==> src/design/bqc_ram.sv <==
// Generic single-write, single-read RAM with a registered read port.
// Read during a write to the same address returns the old contents.
module bqc_ram #(
  parameter int unsigned WIDTH = 2,
  parameter int unsigned DEPTH = 1024
) (
  input  logic                     clk_i,
  input  logic                     we_i,
  input  logic [$clog2(DEPTH)-1:0] waddr_i,
  input  logic [WIDTH-1:0]         wdata_i,
  input  logic [$clog2(DEPTH)-1:0] raddr_i,
  output logic [WIDTH-1:0]         rdata_o
);

  logic [WIDTH-1:0] mem_q [DEPTH];
  logic [WIDTH-1:0] rdata_q;

  always_ff @(posedge clk_i) begin
    if (we_i) begin
      mem_q[waddr_i] <= wdata_i;
    end
    rdata_q <= mem_q[raddr_i];
  end

  assign rdata_o = rdata_q;

endmodule

==> config.mk <==
export PLATFORM = sky130hd
export DESIGN_NAME = bqc_ram
export DESIGN_NICKNAME = d
export VERILOG_FILES = /design/src/design/bqc_ram.sv
export SDC_FILE = /design/constraint.sdc
export NUM_CORES = 2
export LEC_CHECK = 0
export ABC_AREA = 1
export BUFFER_PORTS_ARGS = -buffer_cell sky130_fd_sc_hd__buf_2
export CORE_MARGIN = 3
export CORE_UTILIZATION = 40
export DETAILED_ROUTE_END_ITERATION = 8
export GPL_ROUTABILITY_DRIVEN = 0
export GPL_TIMING_DRIVEN = 1
export PLACE_DENSITY = 0.62
export SLEW_MARGIN = 0
export SYNTH_ARGS = -nofsm -noshare
export SYNTH_HDL_FRONTEND = slang
export SYNTH_SLANG_ARGS = --single-unit
==> constraint.sdc <==
create_clock -name clk_i -period 2.5 [get_ports clk_i]
set_clock_uncertainty 0.1 [all_clocks]
set_input_delay 0.375 -clock clk_i [delete_from_list [all_inputs] [get_ports clk_i]]
set_output_delay 0.375 -clock clk_i [all_outputs]
set_load 0.02 [all_outputs]
# [Yosys cells after proc, flatten, opt, wreduce, memory -nomap -nowiden]
# Memory sizes are Yosys's and may differ from the RTL's. A register that Yosys moved wholly into a read port is not among the register bits.
# Index checks and enable logic that the tools add are counted.
[classes] muxes=2
[op_table] operator="$mux 1" count=2
[word_totals] regBits=0 ram_bits=2048 inputBits=24 out_inout_bits=2 word_cells=3 mem_count=1
[mem_list] memory="mem_q" depth=1024 word_bits=2 rd=1 rd_ports_with_merged_regs=1 write_ports=1 line_no="15" source="logic [WIDTH-1:0] mem_q [DEPTH];"

# [Longest topological paths before layout]
[depth] depth_word=2 ltp_mapped=17 depth_no_buf=13

# [Worst setup path before layout]
# Ideal clock, no wire load.
[synth_timing] path_kind="input-to-reg" startpoint="in waddr_i[2]" endpoint="mem mem_q[443][0] (enable)" arrival_ns=1.700 slack_ns=0.391 stages=8 n_path_buf=3 cell_sequence="buf_2 > nor3_1 > inv_1 > nor2_1 > nand2_1 > clkbuf_1 > buf_1 > nor2_1"
[synth_lines] element="from (decl)" line_no="9" source="input logic [$clog2(DEPTH)-1:0] waddr_i,"
[synth_lines] element="to (decl)" line_no="15"
# No word-level cell before the write port.

==> flow_summary.ini <==
[cells_and_area]
area_growth_syn_to_layout_pct = 15.7
area_of_the_multi_input_gates_um2 = 22500
layout_commonest_cell = nand2_1
final_cell_mix = 2098 x nand2_1, 2048 x edfxtp_1, 2043 x nand3_1
nFillCells = 19300
final_nets = 8048
layout-drive-gt1-share = 0.0979
layoutNonFillerInstCount = 11000
post-route-cell-area_um2 = 101000
ff_latch_area_um2 = 61500

[clock_tree]
clk-insertion-delay-late_ns = 0.87
clock_tree.root_cell = clkbuf_16
tritoncts_clock_tree = built
cts_buffer_depth = 3
path_clk_slew_ns = 0.06
cts_setup_buffers = 0
numClockSinks = 2050
cts_inserted_buffers = 206
clock_tree.htree_level_count = 4

[setup_path]
worst_setup_path_start_kind = register
timing.critical_path.required_ns = 3.14
timing_worst_setup_path_type = reg2reg
cp-end-kind = register
critical_path_peak_fanout = 1
crit_arrival_ns = 2.79

[logic_synthesis]
synth.lib_cells_used.distinct = 17
synth_top_family_by_area = simple AND/OR/NAND/NOR gates
synth-seq-area-share = 0.708
synth.ff_latch_count = 2050
synth_xor_xnor_area_share = 0
post_synth_and_or_nand_nor_area_fraction = 0.256
avgSynthCellArea_um2 = 10.9
muxShareOfSynthArea = 0
syn-num-nets = 8000
synth_compound_area_frac = 0
synthesis.yosys.warnings = 0
post_syn_area_um2 = 87000
synth_cells = 7976
yosys.area_share.adder = 0

[placement]
detailed_place.area_um2 = 93700
place.detailed.hpwl_mm = 152
dp.cells = 10600
place_ws_ns = -0.337
buffer_ports.inserted = 25

[detailed_routing]
drt-pass1-iter-count = 6
detail_route.wl_per_cell_um = 23.9
routed_wl_mm = 264
post_drt_via_cell_ratio = 5.66
final_antenna_net_count = 0
detailroute.via_count = 62500
detail_route.drc_violations = 0
detailedRoute.firstIterationViolations = 7820

[sta]
worst_pin_slew_ns = 0.778
final.period_utilization = 0.859
rsz0062_at_grt = no
postLayoutSetupSlackWorst_ns = 0.352
drv_slew = 0
final_hold_viol_count = 0
count_of_final_setup_violators = 0
slew_headroom = 0.481
maxClockFrequency_mhz = 465
setup_total_negative_slack_ns = 0
layout_min_cycle_time_ns = 2.15

[floorplan]
initial_standard_cell_utilization_of_the_core = 0.404
floorplan.rows = 170
design.portCount = 26
core_area_um2 = 215000
dieArea_um2 = 223000
die_width_um = 472
die_y_um = 472

[grt]
grt_max_degree = 138
grt_pass1_vias = 60400
grt_overflow = 0
initial_antenna_violation_count = 12
gr-usage-all-layers = 0.233
first_pass_grt_wire_length_mm = 388

[hold_path]
min-delay-path-class = in2reg

[power]
p_per_area_nw_per_um2 = 736
cell_leakage_power_nw = 34.5
power.ir.vdd_worst_v = 0.000798

[outcome]
run_status = finished, final reports clean

[job]
number_of_max_cap_violations = 0
per-stage QoR:
stage / total power, mW / hold WS [ns] / utilization
after floorplan: 41.0 / 0.374 / -
after global placement: 43.4 / 0.631 / 0.435
after detailed placement: 43.4 / 0.644 / 0.435
after CTS: 74.3 / 0.0226 / 0.467
after global routing: 76.1 / 0.0948 / 0.467
final: 74.0 / 0.0988 / 0.467
synthesized netlist by cell type (all sizes together):
cell type | n | area (um2)
nand3 | 2049 | 10300
dfxtp | 2 | 40.0
clkinv | 2 | 7.51
edfxtp | 2048 | 61500
nand4 | 5 | 31.3
clkbuf | 261 | 983
nor2 | 1039 | 3900
nor3 | 24 | 120
inv | 43 | 164
buf | 384 | 2000
nand2 | 2119 | 7950
cell type report:
cell class / instances / share of cell area
Sequential cell: 2050 / 0.612
Clock buffer: 250 / 0.0533
Tap cell: 2838 / 0.0353
Inverter: 45 / 0.00205
Clock inverter: 134 / 0.0145
Timing Repair Buffer: 485 / 0.0597
Multi-Input combinational cell: 5236 / 0.223
Antenna cell: 7 / 0.000174
where the power goes:
part           internal, mW  switching [mW]
combinational          1.51            3.41
sequential             37.8          0.0139
clock                  17.9            13.4
total                  57.2            16.8
kinds of logic after synthesis:
group         count (synthesis)
buf+inv                     690
simple gates               5236
flops                      2050
worst max-delay path: stages, from the launching register on:
cell and delay (ns):
edfxtp_1 0.37, nand2_1 0.08, nand3_1 0.06, nand3_1 0.11
nand3_1 0.15, nand3_1 0.11, nand3_1 0.12, nand3_1 0.28
nand3_1 0.24, nand3_1 0.15, nand2_1 0.12, nand2_1 0.10
nand2_1 0.05
what timing repair did:
item / CTS / global route
resized for setup: 0 / 0
hold buffers: 6 / 0
endpoints found under the hold margin: 48 / 0
setup endpoints to repair: 0 / 0
state kept, by name, summed over array words and instances, names as in the netlist:
register,cells
rdata_o,2
mem_q,2048
final timing paths:
| check | slack (ns) | end | startpoint | cells past startpoint |
|---|---|---|---|---|
| max | 0.35 | rdata_o[0]$_DFF_P_ | mem_q[780][0]$_DFFE_PP_ | 12 |
| min | 0.1 | mem_q[785][0]$_DFFE_PP_ | waddr_i[3] | 5 |
| max reg2reg | 0.35 | rdata_o[0]$_DFF_P_ | mem_q[780][0]$_DFFE_PP_ | 12 |
| min reg2reg | 1.07 | rdata_o[0]$_DFF_P_ | mem_q[272][0]$_DFFE_PP_ | 12 |
metal layers:
layer  wire length, um  vias to the layer above  track usage
li1                  -                    27900            -
met1            104000                    30900        0.307
met2            124000                     3081        0.379
met3             23900                      605       0.0389
met4             11900                        0        0.101
met5                 0                        -            0
Power figures use the tool's default switching activity.
